## config.mk

```make
export PLATFORM = sky130hd
export DESIGN_NAME = ft12_frame_receiver_top
export DESIGN_NICKNAME = d
export VERILOG_FILES = /design/src/hw/rtl/ft12_pkg.sv /design/src/hw/rtl/ft12_frame_receiver_top.sv /design/src/hw/rtl/ft12_decoder.sv /design/src/hw/rtl/ft12_out_reg.sv
export SDC_FILE = /design/constraint.sdc
export NUM_CORES = 1
export LEC_CHECK = 0
export ABC_AREA = 1
export BUFFER_PORTS_ARGS = -buffer_cell sky130_fd_sc_hd__buf_2
export CAP_MARGIN = 20
export CELL_PAD_IN_SITES_DETAIL_PLACEMENT = 0
export CELL_PAD_IN_SITES_GLOBAL_PLACEMENT = 1
export CORE_MARGIN = 2
export CORE_UTILIZATION = 49
export CTS_CLUSTER_DIAMETER = 40
export DETAILED_ROUTE_END_ITERATION = 12
export PLACE_DENSITY = 0.87
export SKIP_LAST_GASP = 1
export SYNTH_ARGS = -nofsm -noshare
export SYNTH_HDL_FRONTEND = slang
export SYNTH_HIERARCHICAL = 1
export SYNTH_SLANG_ARGS = --single-unit
```

## constraint.sdc

```tcl
create_clock -name clk_i -period 4.4 [get_ports clk_i]
set_input_delay 0.88 -clock clk_i [delete_from_list [all_inputs] [get_ports clk_i]]
set_output_delay 0.88 -clock clk_i [all_outputs]
set_load 0.05 [all_outputs]
```

## src/hw/rtl/ft12_pkg.sv

```systemverilog
package ft12_pkg;

  // Field widths
  localparam int unsigned ByteW   = 8;
  localparam int unsigned AddrW   = 16;
  localparam int unsigned AsizeW  = 2;
  localparam int unsigned FuncW   = 4;
  localparam int unsigned KindW   = 2;
  localparam int unsigned StatusW = 2;
  localparam int unsigned CfgIdxW = 2;
  localparam int unsigned CfgDataW = 16;

  // Configuration register indexes
  localparam logic [CfgIdxW-1:0] CFG_ADDRESS_SIZE     = 2'd0;
  localparam logic [CfgIdxW-1:0] CFG_STATION_ADDRESS  = 2'd1;
  localparam logic [CfgIdxW-1:0] CFG_REQUEST_FUNCTION = 2'd2;

  localparam logic [AsizeW-1:0] ASIZE_RESET = 2'd1;

  // Input operations
  localparam logic OP_BYTE    = 1'b0;
  localparam logic OP_TIMEOUT = 1'b1;

  // Link characters
  localparam logic [ByteW-1:0] CHR_ACK      = 8'hE5;
  localparam logic [ByteW-1:0] CHR_FIXED    = 8'h10;
  localparam logic [ByteW-1:0] CHR_VARIABLE = 8'h68;
  localparam logic [ByteW-1:0] CHR_END      = 8'h16;

  // Request functions that make an ack read as function 9
  localparam logic [FuncW-1:0] FUNC_REQ_CLASS1 = 4'hA;
  localparam logic [FuncW-1:0] FUNC_REQ_CLASS2 = 4'hB;
  localparam logic [FuncW-1:0] FUNC_ACK_NACK   = 4'h9;
  localparam logic [FuncW-1:0] FUNC_NONE       = 4'h0;

  // Result kinds
  localparam logic [KindW-1:0] KIND_DATA     = 2'd0;
  localparam logic [KindW-1:0] KIND_ACK      = 2'd1;
  localparam logic [KindW-1:0] KIND_FIXED    = 2'd2;
  localparam logic [KindW-1:0] KIND_VARIABLE = 2'd3;

  // Frame status
  localparam logic [StatusW-1:0] ST_GOOD     = 2'd0;
  localparam logic [StatusW-1:0] ST_CHECKSUM = 2'd1;
  localparam logic [StatusW-1:0] ST_NO_END   = 2'd2;
  localparam logic [StatusW-1:0] ST_TIMEOUT  = 2'd3;

  typedef struct packed {
    logic [AsizeW-1:0] address_size;
    logic [AddrW-1:0]  station_address;
    logic [FuncW-1:0]  request_function;
  } cfg_t;

  typedef struct packed {
    logic [KindW-1:0]   result_kind;
    logic [ByteW-1:0]   data_byte;
    logic [StatusW-1:0] status;
    logic [FuncW-1:0]   function_code;
    logic               access_demand;
    logic               flow_control;
    logic               direction_bit;
    logic               primary_bit;
    logic               address_match;
    logic [ByteW-1:0]   user_length;
  } result_t;

endpackage

```

## src/hw/rtl/ft12_frame_receiver_top.sv

```systemverilog
// FT1.2 link-frame receiver: decodes single-char acks, fixed and variable frames.
// Input channel: in_valid_i / in_stall_o carry one item per accept: operation_i
//   (0 received octet, 1 receive timeout) and byte_value_i.
// Output channel: out_valid_o / out_stall_i carry at most one result item per
//   input item: a user-data byte, an ack, or a frame end with status, control
//   bits, address match and user length.
// Config: cfg_we_i writes cfg_wdata_i into register cfg_index_i (0 address
//   size, 1 station address, 2 request function); write only while idle.
// Path: an accepted item is held in the input register and decoded from there
//   when it is taken; its result is loaded into the result register, from
//   which out_valid_o / out_stall_i hand it on.
// Throughput: one item per cycle while out_stall_i is low; the input register
//   and the result register decouple the two sides, and the decode is a single
//   pass over the frame state held in flops.
// Stall: while out_stall_i holds a full result register, the next item waits
//   in the input register and in_stall_o rises once that is full too.
// Reset: hunting for a start character, no items in flight, config at
//   address size 1, station address 0, request function 0.
module ft12_frame_receiver_top (
  input  logic                              clk_i,
  input  logic                              rst_ni,
  input  logic                              cfg_we_i,
  input  logic [ft12_pkg::CfgIdxW-1:0]      cfg_index_i,
  input  logic [ft12_pkg::CfgDataW-1:0]     cfg_wdata_i,
  input  logic                              in_valid_i,
  output logic                              in_stall_o,
  input  logic                              operation_i,
  input  logic [ft12_pkg::ByteW-1:0]        byte_value_i,
  output logic                              out_valid_o,
  input  logic                              out_stall_i,
  output logic [ft12_pkg::KindW-1:0]        result_kind_o,
  output logic [ft12_pkg::ByteW-1:0]        data_byte_o,
  output logic [ft12_pkg::StatusW-1:0]      status_o,
  output logic [ft12_pkg::FuncW-1:0]        function_code_o,
  output logic                              access_demand_o,
  output logic                              flow_control_o,
  output logic                              direction_bit_o,
  output logic                              primary_bit_o,
  output logic                              address_match_o,
  output logic [ft12_pkg::ByteW-1:0]        user_length_o
);

  ft12_pkg::cfg_t             cfg_q;
  logic                       in_valid_q;
  logic                       op_q;
  logic [ft12_pkg::ByteW-1:0] byte_q;
  logic                       accept;
  logic                       take;
  logic                       res_valid;
  ft12_pkg::result_t          res;
  ft12_pkg::result_t          out_res;

  always_ff @(posedge clk_i or negedge rst_ni) begin
    if (!rst_ni) begin
      cfg_q.address_size     <= ft12_pkg::ASIZE_RESET;
      cfg_q.station_address  <= '0;
      cfg_q.request_function <= '0;
    end else if (cfg_we_i) begin
      unique case (cfg_index_i)
        ft12_pkg::CFG_ADDRESS_SIZE:
          cfg_q.address_size <= cfg_wdata_i[ft12_pkg::AsizeW-1:0];
        ft12_pkg::CFG_STATION_ADDRESS:
          cfg_q.station_address <= cfg_wdata_i[ft12_pkg::AddrW-1:0];
        ft12_pkg::CFG_REQUEST_FUNCTION:
          cfg_q.request_function <= cfg_wdata_i[ft12_pkg::FuncW-1:0];
        default: ;
      endcase
    end
  end

  // decode advances when the result slot is free or draining
  assign take       = in_valid_q & (~out_valid_o | ~out_stall_i);
  assign in_stall_o = in_valid_q & ~take;
  assign accept     = in_valid_i & ~in_stall_o;

  always_ff @(posedge clk_i or negedge rst_ni) begin
    if (!rst_ni) begin
      in_valid_q <= 1'b0;
    end else begin
      in_valid_q <= accept | (in_valid_q & ~take);
    end
  end

  always_ff @(posedge clk_i) begin
    if (accept) begin
      op_q   <= operation_i;
      byte_q <= byte_value_i;
    end
  end

  ft12_decoder u_decoder (
    .clk_i        (clk_i),
    .rst_ni       (rst_ni),
    .take_i       (take),
    .operation_i  (op_q),
    .byte_value_i (byte_q),
    .cfg_i        (cfg_q),
    .res_valid_o  (res_valid),
    .res_o        (res)
  );

  ft12_out_reg u_out_reg (
    .clk_i   (clk_i),
    .rst_ni  (rst_ni),
    .load_i  (take & res_valid),
    .res_i   (res),
    .stall_i (out_stall_i),
    .valid_o (out_valid_o),
    .res_o   (out_res)
  );

  assign result_kind_o   = out_res.result_kind;
  assign data_byte_o     = out_res.data_byte;
  assign status_o        = out_res.status;
  assign function_code_o = out_res.function_code;
  assign access_demand_o = out_res.access_demand;
  assign flow_control_o  = out_res.flow_control;
  assign direction_bit_o = out_res.direction_bit;
  assign primary_bit_o   = out_res.primary_bit;
  assign address_match_o = out_res.address_match;
  assign user_length_o   = out_res.user_length;

endmodule

```

## src/hw/rtl/ft12_decoder.sv

```systemverilog
module ft12_decoder (
  input  logic                           clk_i,
  input  logic                           rst_ni,
  input  logic                           take_i,
  input  logic                           operation_i,
  input  logic [ft12_pkg::ByteW-1:0]     byte_value_i,
  input  ft12_pkg::cfg_t                 cfg_i,
  output logic                           res_valid_o,
  output ft12_pkg::result_t              res_o
);

  localparam logic [3:0] PH_HUNT     = 4'd0;
  localparam logic [3:0] PH_VLEN1    = 4'd1;
  localparam logic [3:0] PH_VLEN2    = 4'd2;
  localparam logic [3:0] PH_VSTART   = 4'd3;
  localparam logic [3:0] PH_VBODY    = 4'd4;
  localparam logic [3:0] PH_VCHK     = 4'd5;
  localparam logic [3:0] PH_VEND_OK  = 4'd6;
  localparam logic [3:0] PH_VEND_BAD = 4'd7;
  localparam logic [3:0] PH_FBODY    = 4'd8;
  localparam logic [3:0] PH_FCHK     = 4'd9;
  localparam logic [3:0] PH_FEND_OK  = 4'd10;
  localparam logic [3:0] PH_FEND_BAD = 4'd11;

  logic [3:0]                   phase_q, phase_d;
  logic [ft12_pkg::ByteW-1:0]   index_q, index_d;
  logic [ft12_pkg::ByteW-1:0]   length_q, length_d;
  logic [ft12_pkg::ByteW-1:0]   sum_q, sum_d;
  logic [ft12_pkg::ByteW-1:0]   control_q, control_d;
  logic [ft12_pkg::AddrW-1:0]   address_q, address_d;

  logic                         two_octets;
  logic [ft12_pkg::ByteW-1:0]   hdr_len;     // control plus address octets
  logic [ft12_pkg::ByteW-1:0]   index_inc;
  logic                         addr_match;
  logic [ft12_pkg::StatusW-1:0] end_status;
  logic                         end_bad;
  logic [ft12_pkg::ByteW-1:0]   user_len;
  logic                         in_frame;

  assign two_octets = (cfg_i.address_size >= 2'd2);
  assign hdr_len    = two_octets ? 8'd3 : 8'd2;
  assign index_inc  = index_q + 8'd1;
  assign addr_match = (address_q == cfg_i.station_address);
  assign end_bad    = (phase_q == PH_VEND_BAD) || (phase_q == PH_FEND_BAD);
  assign end_status = (byte_value_i != ft12_pkg::CHR_END) ? ft12_pkg::ST_NO_END :
                      (end_bad ? ft12_pkg::ST_CHECKSUM : ft12_pkg::ST_GOOD);
  assign user_len   = (length_q > hdr_len) ? (length_q - hdr_len) : 8'd0;
  assign in_frame   = (phase_q != PH_HUNT) && (phase_q <= PH_FEND_BAD);

  always_comb begin
    phase_d     = phase_q;
    index_d     = index_q;
    length_d    = length_q;
    sum_d       = sum_q;
    control_d   = control_q;
    address_d   = address_q;
    res_valid_o = 1'b0;
    res_o       = '0;

    // frame-end fields, overridden where they do not apply
    res_o.function_code = control_q[3:0];
    res_o.access_demand = control_q[5];
    res_o.flow_control  = control_q[4];
    res_o.direction_bit = control_q[7];
    res_o.primary_bit   = control_q[6];

    if (operation_i == ft12_pkg::OP_TIMEOUT) begin
      phase_d = PH_HUNT;
      if (in_frame) begin
        res_valid_o       = 1'b1;
        res_o.result_kind = (phase_q >= PH_FBODY) ? ft12_pkg::KIND_FIXED
                                                  : ft12_pkg::KIND_VARIABLE;
        res_o.status      = ft12_pkg::ST_TIMEOUT;
      end
    end else begin
      unique case (phase_q)
        PH_VLEN1: begin
          length_d = byte_value_i;
          phase_d  = PH_VLEN2;
        end
        PH_VLEN2: begin
          phase_d = (byte_value_i == length_q) ? PH_VSTART : PH_HUNT;
        end
        PH_VSTART: begin
          if (byte_value_i != ft12_pkg::CHR_VARIABLE || length_q < hdr_len) begin
            phase_d = PH_HUNT;
          end else begin
            index_d   = '0;
            sum_d     = '0;
            control_d = '0;
            address_d = '0;
            phase_d   = PH_VBODY;
          end
        end
        PH_VBODY, PH_FBODY: begin
          sum_d   = sum_q + byte_value_i;
          index_d = index_inc;
          if (index_q == 8'd0) begin
            control_d = byte_value_i;
          end else if (index_q == 8'd1) begin
            address_d[7:0] = byte_value_i;
          end else if (index_q == 8'd2 && two_octets) begin
            address_d[15:8] = byte_value_i;
          end
          if (phase_q == PH_VBODY) begin
            if (index_inc >= length_q) begin
              phase_d = PH_VCHK;
            end
            if (index_q >= hdr_len) begin
              res_valid_o   = 1'b1;
              res_o         = '0;
              res_o.result_kind = ft12_pkg::KIND_DATA;
              res_o.data_byte   = byte_value_i;
            end
          end else if (index_inc >= hdr_len) begin
            phase_d = PH_FCHK;
          end
        end
        PH_VCHK: begin
          phase_d = (byte_value_i == sum_q) ? PH_VEND_OK : PH_VEND_BAD;
        end
        PH_FCHK: begin
          phase_d = (byte_value_i == sum_q) ? PH_FEND_OK : PH_FEND_BAD;
        end
        PH_VEND_OK, PH_VEND_BAD, PH_FEND_OK, PH_FEND_BAD: begin
          phase_d             = PH_HUNT;
          res_valid_o         = 1'b1;
          res_o.status        = end_status;
          res_o.address_match = addr_match;
          if (phase_q <= PH_VEND_BAD) begin
            res_o.result_kind = ft12_pkg::KIND_VARIABLE;
            res_o.user_length = user_len;
          end else begin
            res_o.result_kind = ft12_pkg::KIND_FIXED;
          end
        end
        default: begin
          // hunting (and unused codes)
          phase_d = PH_HUNT;
          if (byte_value_i == ft12_pkg::CHR_ACK) begin
            res_valid_o       = 1'b1;
            res_o             = '0;
            res_o.result_kind = ft12_pkg::KIND_ACK;
            res_o.function_code =
                (cfg_i.request_function == ft12_pkg::FUNC_REQ_CLASS1 ||
                 cfg_i.request_function == ft12_pkg::FUNC_REQ_CLASS2)
                ? ft12_pkg::FUNC_ACK_NACK : ft12_pkg::FUNC_NONE;
          end else if (byte_value_i == ft12_pkg::CHR_FIXED) begin
            index_d   = '0;
            sum_d     = '0;
            control_d = '0;
            address_d = '0;
            phase_d   = PH_FBODY;
          end else if (byte_value_i == ft12_pkg::CHR_VARIABLE) begin
            phase_d = PH_VLEN1;
          end
        end
      endcase
    end
  end

  always_ff @(posedge clk_i or negedge rst_ni) begin
    if (!rst_ni) begin
      phase_q   <= PH_HUNT;
      index_q   <= '0;
      length_q  <= '0;
      sum_q     <= '0;
      control_q <= '0;
      address_q <= '0;
    end else if (take_i) begin
      phase_q   <= phase_d;
      index_q   <= index_d;
      length_q  <= length_d;
      sum_q     <= sum_d;
      control_q <= control_d;
      address_q <= address_d;
    end
  end

  // a timeout taken while hunting never yields an item
  assert property (@(posedge clk_i) disable iff (!rst_ni)
    (phase_q == PH_HUNT && operation_i == ft12_pkg::OP_TIMEOUT) |-> !res_valid_o)
    else $error("result from a timeout while hunting");

  // a frame end always sends the decoder back to hunting
  assert property (@(posedge clk_i) disable iff (!rst_ni)
    (take_i && res_valid_o &&
     (res_o.result_kind == ft12_pkg::KIND_FIXED ||
      res_o.result_kind == ft12_pkg::KIND_VARIABLE)) |=> (phase_q == PH_HUNT))
    else $error("frame end did not return to hunting");

  // user data only comes out of the variable-frame body
  assert property (@(posedge clk_i) disable iff (!rst_ni)
    (res_valid_o && res_o.result_kind == ft12_pkg::KIND_DATA) |->
      (phase_q == PH_VBODY && res_o.status == ft12_pkg::ST_GOOD))
    else $error("data item outside a variable frame body");

  // the body index never runs past the declared length
  assert property (@(posedge clk_i) disable iff (!rst_ni)
    (phase_q == PH_VBODY) |-> (index_q < length_q))
    else $error("body index past frame length");

endmodule

```

## src/hw/rtl/ft12_out_reg.sv

```systemverilog
module ft12_out_reg (
  input  logic              clk_i,
  input  logic              rst_ni,
  input  logic              load_i,
  input  ft12_pkg::result_t res_i,
  input  logic              stall_i,
  output logic              valid_o,
  output ft12_pkg::result_t res_o
);

  logic              valid_q, valid_d;
  ft12_pkg::result_t res_q;

  // load_i only arrives when the slot is empty or draining this cycle
  assign valid_d = load_i | (valid_q & stall_i);

  always_ff @(posedge clk_i or negedge rst_ni) begin
    if (!rst_ni) begin
      valid_q <= 1'b0;
    end else begin
      valid_q <= valid_d;
    end
  end

  always_ff @(posedge clk_i) begin
    if (load_i) begin
      res_q <= res_i;
    end
  end

  assign valid_o = valid_q;
  assign res_o   = res_q;

endmodule

```

==> run_results.csv <==
group,metric,value,unit
detailed_routing,drc_errors,0,
floorplan,die_width,115.2,um
power,power_frac_clock,0.383,
yosys,postSynthAreaPerCell,8.798,um^2
clock_network,cts_tree,"done",
timing,worst-slew-pin-transition,666.1,ps
yosys,yosys_warnings,6,
layout,layout.cells.most_common_list,"sky130_fd_sc_hd__nand2_1, sky130_fd_sc_hd__dfrtp_1, sky130_fd_sc_hd__buf_2",
layout,final_common_cell,"sky130_fd_sc_hd__nand2_1",
placement,finalWeightedCongestion,0.8719,
placement,placedInstanceArea,6461,um^2
power,intPower,1.621,mW
timing,post-route-period-util,0.5927,
floorplan,coreArea,12060,um^2
timing,final.hold.worst_slack,476.6,ps
clock_network,clk_path_buf_depth,2,
timing,period_needed,2608,ps
timing,timing.clock.skew,6.835,ps
timing,setup_viol,0,
timing,timing_hold_violations_final,0,
grt,grt_first_pass_wirelength,22.49,mm
detailed_routing,viasPerCell,5.191,
clock_network,clock-root-buffer,"sky130_fd_sc_hd__clkbuf_16",
power,worst_ir_drop_vdd,0.0001688,V
worst_setup_path,most_common_cell_on_crit_path,"sky130_fd_sc_hd__nand2_1",
timing,worst_slew_margin_rel,0.5546,
grt,grt.overflow.total,0,
detailed_routing,via_count,4755,
worst_setup_path,critical-path-max-stage-delay,500,ps
worst_setup_path,critical_path_required,4650,ps
detailed_routing,detail_route.iter0.violations,386,
placement,detailedPlacementHpwl,10.25,mm
detailed_routing,routed_wire_length_per_instance,14.83,um
worst_setup_path,cp_cell_sequence,"inv_1, nor2_1, nand4_1, nand2_1, inv_1, ha_1, nand2_1, o21ai_0, nor2_1, nand2_1, nand2_1, nand2_1, nand2_1, nand2_1, nand2_1",
outcome,run_status,"finished clean",
clock_network,post_cts_resized,0,
yosys,post_synth_inst_count,689,
power,power_switching_share,0.2463,
grt,grt_max_degree,49,
yosys,combined_area_of_all_synthesized_cells,6062,um^2
placement,numPortBuffers,62,
power,pwr-share-seq,0.539,
timing,fmax,383.5,MHz
worst_setup_path,kind_of_launch_point_of_the_worst_setup_path,"flop",
clock_network,cts.htree.levels,3,
floorplan,top_level_ports,63,
layout,synthToLayoutAreaGrowth,11.46,%
layout,count_of_inserted_antenna_diode_cells,0,
clock_network,clock_sinks,112,
floorplan,die_area,13280,um^2
worst_setup_path,cp-end-kind,"flop",
worst_setup_path,criticalPathCategory,"flop to flop",
power,logic_gate_share_of_total_power,0.078,
floorplan,effective_utilization_at_floorplan,0.5026,
power,power_leakage,3.279,nW
timing,grt_setup_unrepaired,"no",
flow_run,cap_viol_max_count,0,
worst_setup_path,slowest_stage,"sky130_fd_sc_hd__dfrtp_1",
clock_network,cts_hold_repair.buffers,0,
timing,final.setup.worst_slack,1792,ps
worst_setup_path,critical_path_peak_fanout,8,
clock_network,post_cts_buffers,0,
floorplan,placementRows,40,
detailed_routing,post_detailed_routing_wire_length,13.59,mm
layout,post-route-cell-area,6756,um^2
detailed_routing,drtAntennaViolNets,0,
floorplan,die_h,115.2,um
clock_network,numCtsBuffers,9,
timing,slew_viol_final,0,
yosys,syn_nets,745,
worst_setup_path,critPathArrivalTime,2860,ps
clock_network,clk_transition_reported_paths,70,ps
detailed_routing,firstDrtPassIters,5,
layout,layout.nets,799,
grt,antenna_found_initial,0,
min_path,hold_class,"flop to flop",
grt,grt_pass1_vias,4413,
grt,track_usage,0.2218,
timing,fin_setup_tns,0,ps
placement,dp_worst_setup_slack,1526,ps
layout,final_layout_size_suffix_gt1_frac,0.1671,
power,power-per-cell-area,318.4,nW/um^2
clock_network,worstSkewPairLatency,360,ps
power,power.switching,0.5298,mW
## routing by layer
layer | track usage | up-vias | share of wire
met4 | 0.08434 | 0 | 0.020
met2 | 0.3424 | 104 | 0.46
met5 | 0 | - | 0
li1 | - | 2374 | -
met1 | 0.3202 | 2261 | 0.48
met3 | 0.03005 | 16 | 0.038
## critical path, delay by kind of cell (launching register included)
| kind | cells | cell delay [ps] |
|---|---|---|
| buf+inv | 2 | 220 |
| flops | 1 | 500 |
| compound gates | 1 | 180 |
| simple gates | 11 | 1300 |
| fa+ha+maj | 1 | 290 |
## state kept, by name, summed over array words and instances (netlist names)
| signal | cells |
|---|---|
| u_decoder/sum_q | 8 |
| cfg_q | 20 |
| byte_q | 8 |
| in_valid_q | 1 |
| u_decoder/length_q | 8 |
| u_decoder/address_q | 16 |
| u_out_reg/valid_o | 1 |
| u_out_reg/res_o | 29 |
| u_decoder/phase_q | 4 |
| u_decoder/index_q | 8 |
| u_decoder/control_q | 8 |
| op_q | 1 |
## power groups by stage
stage | Combinational, mW | Clock, mW | Sequential, mW
after floorplan | 0.120 | 0 | 1.16
after global placement | 0.163 | 0 | 1.18
after detailed placement | 0.168 | 0 | 1.18
after CTS | 0.168 | 0.838 | 1.16
after global routing | 0.195 | 0.881 | 1.17
final | 0.167 | 0.824 | 1.16
## metrics by stage
step | power (mW) | util | cells
floorplan | 1.280 | - | 689
global placement | 1.342 | 0.5357 | 900
detailed placement | 1.349 | 0.5357 | 900
CTS | 2.166 | 0.5602 | 916
global route | 2.241 | 0.5602 | 916
finish | 2.151 | 0.5602 | 916
## final cells by class
class	instances	area, um^2
fillers	1109	5305
inverters	70	262.8
well taps	168	210.2
clock inverters	6	66.31
clock buffers	10	229.0
multi-input cells	486	2670
flip-flops and latches	112	2993
repair buffers	64	325.3
## worst paths after layout
check	from	end	slack, ps	cells past startpoint
setup / recovery	u_decoder/index_q[0]	u_decoder/phase_q[1]	1790	15
hold / removal	u_decoder/control_q[7]	u_decoder/control_q[7]	480	2
setup reg to reg	u_decoder/index_q[0]	u_decoder/phase_q[1]	1790	15
hold reg to reg	u_decoder/control_q[7]	u_decoder/control_q[7]	480	2
max in group asynchronous	rst_ni	u_decoder/index_q[1]	2790	2
min in group asynchronous	rst_ni	u_decoder/sum_q[5]	540	1
Note: power is estimated with default switching activity, not from simulation.
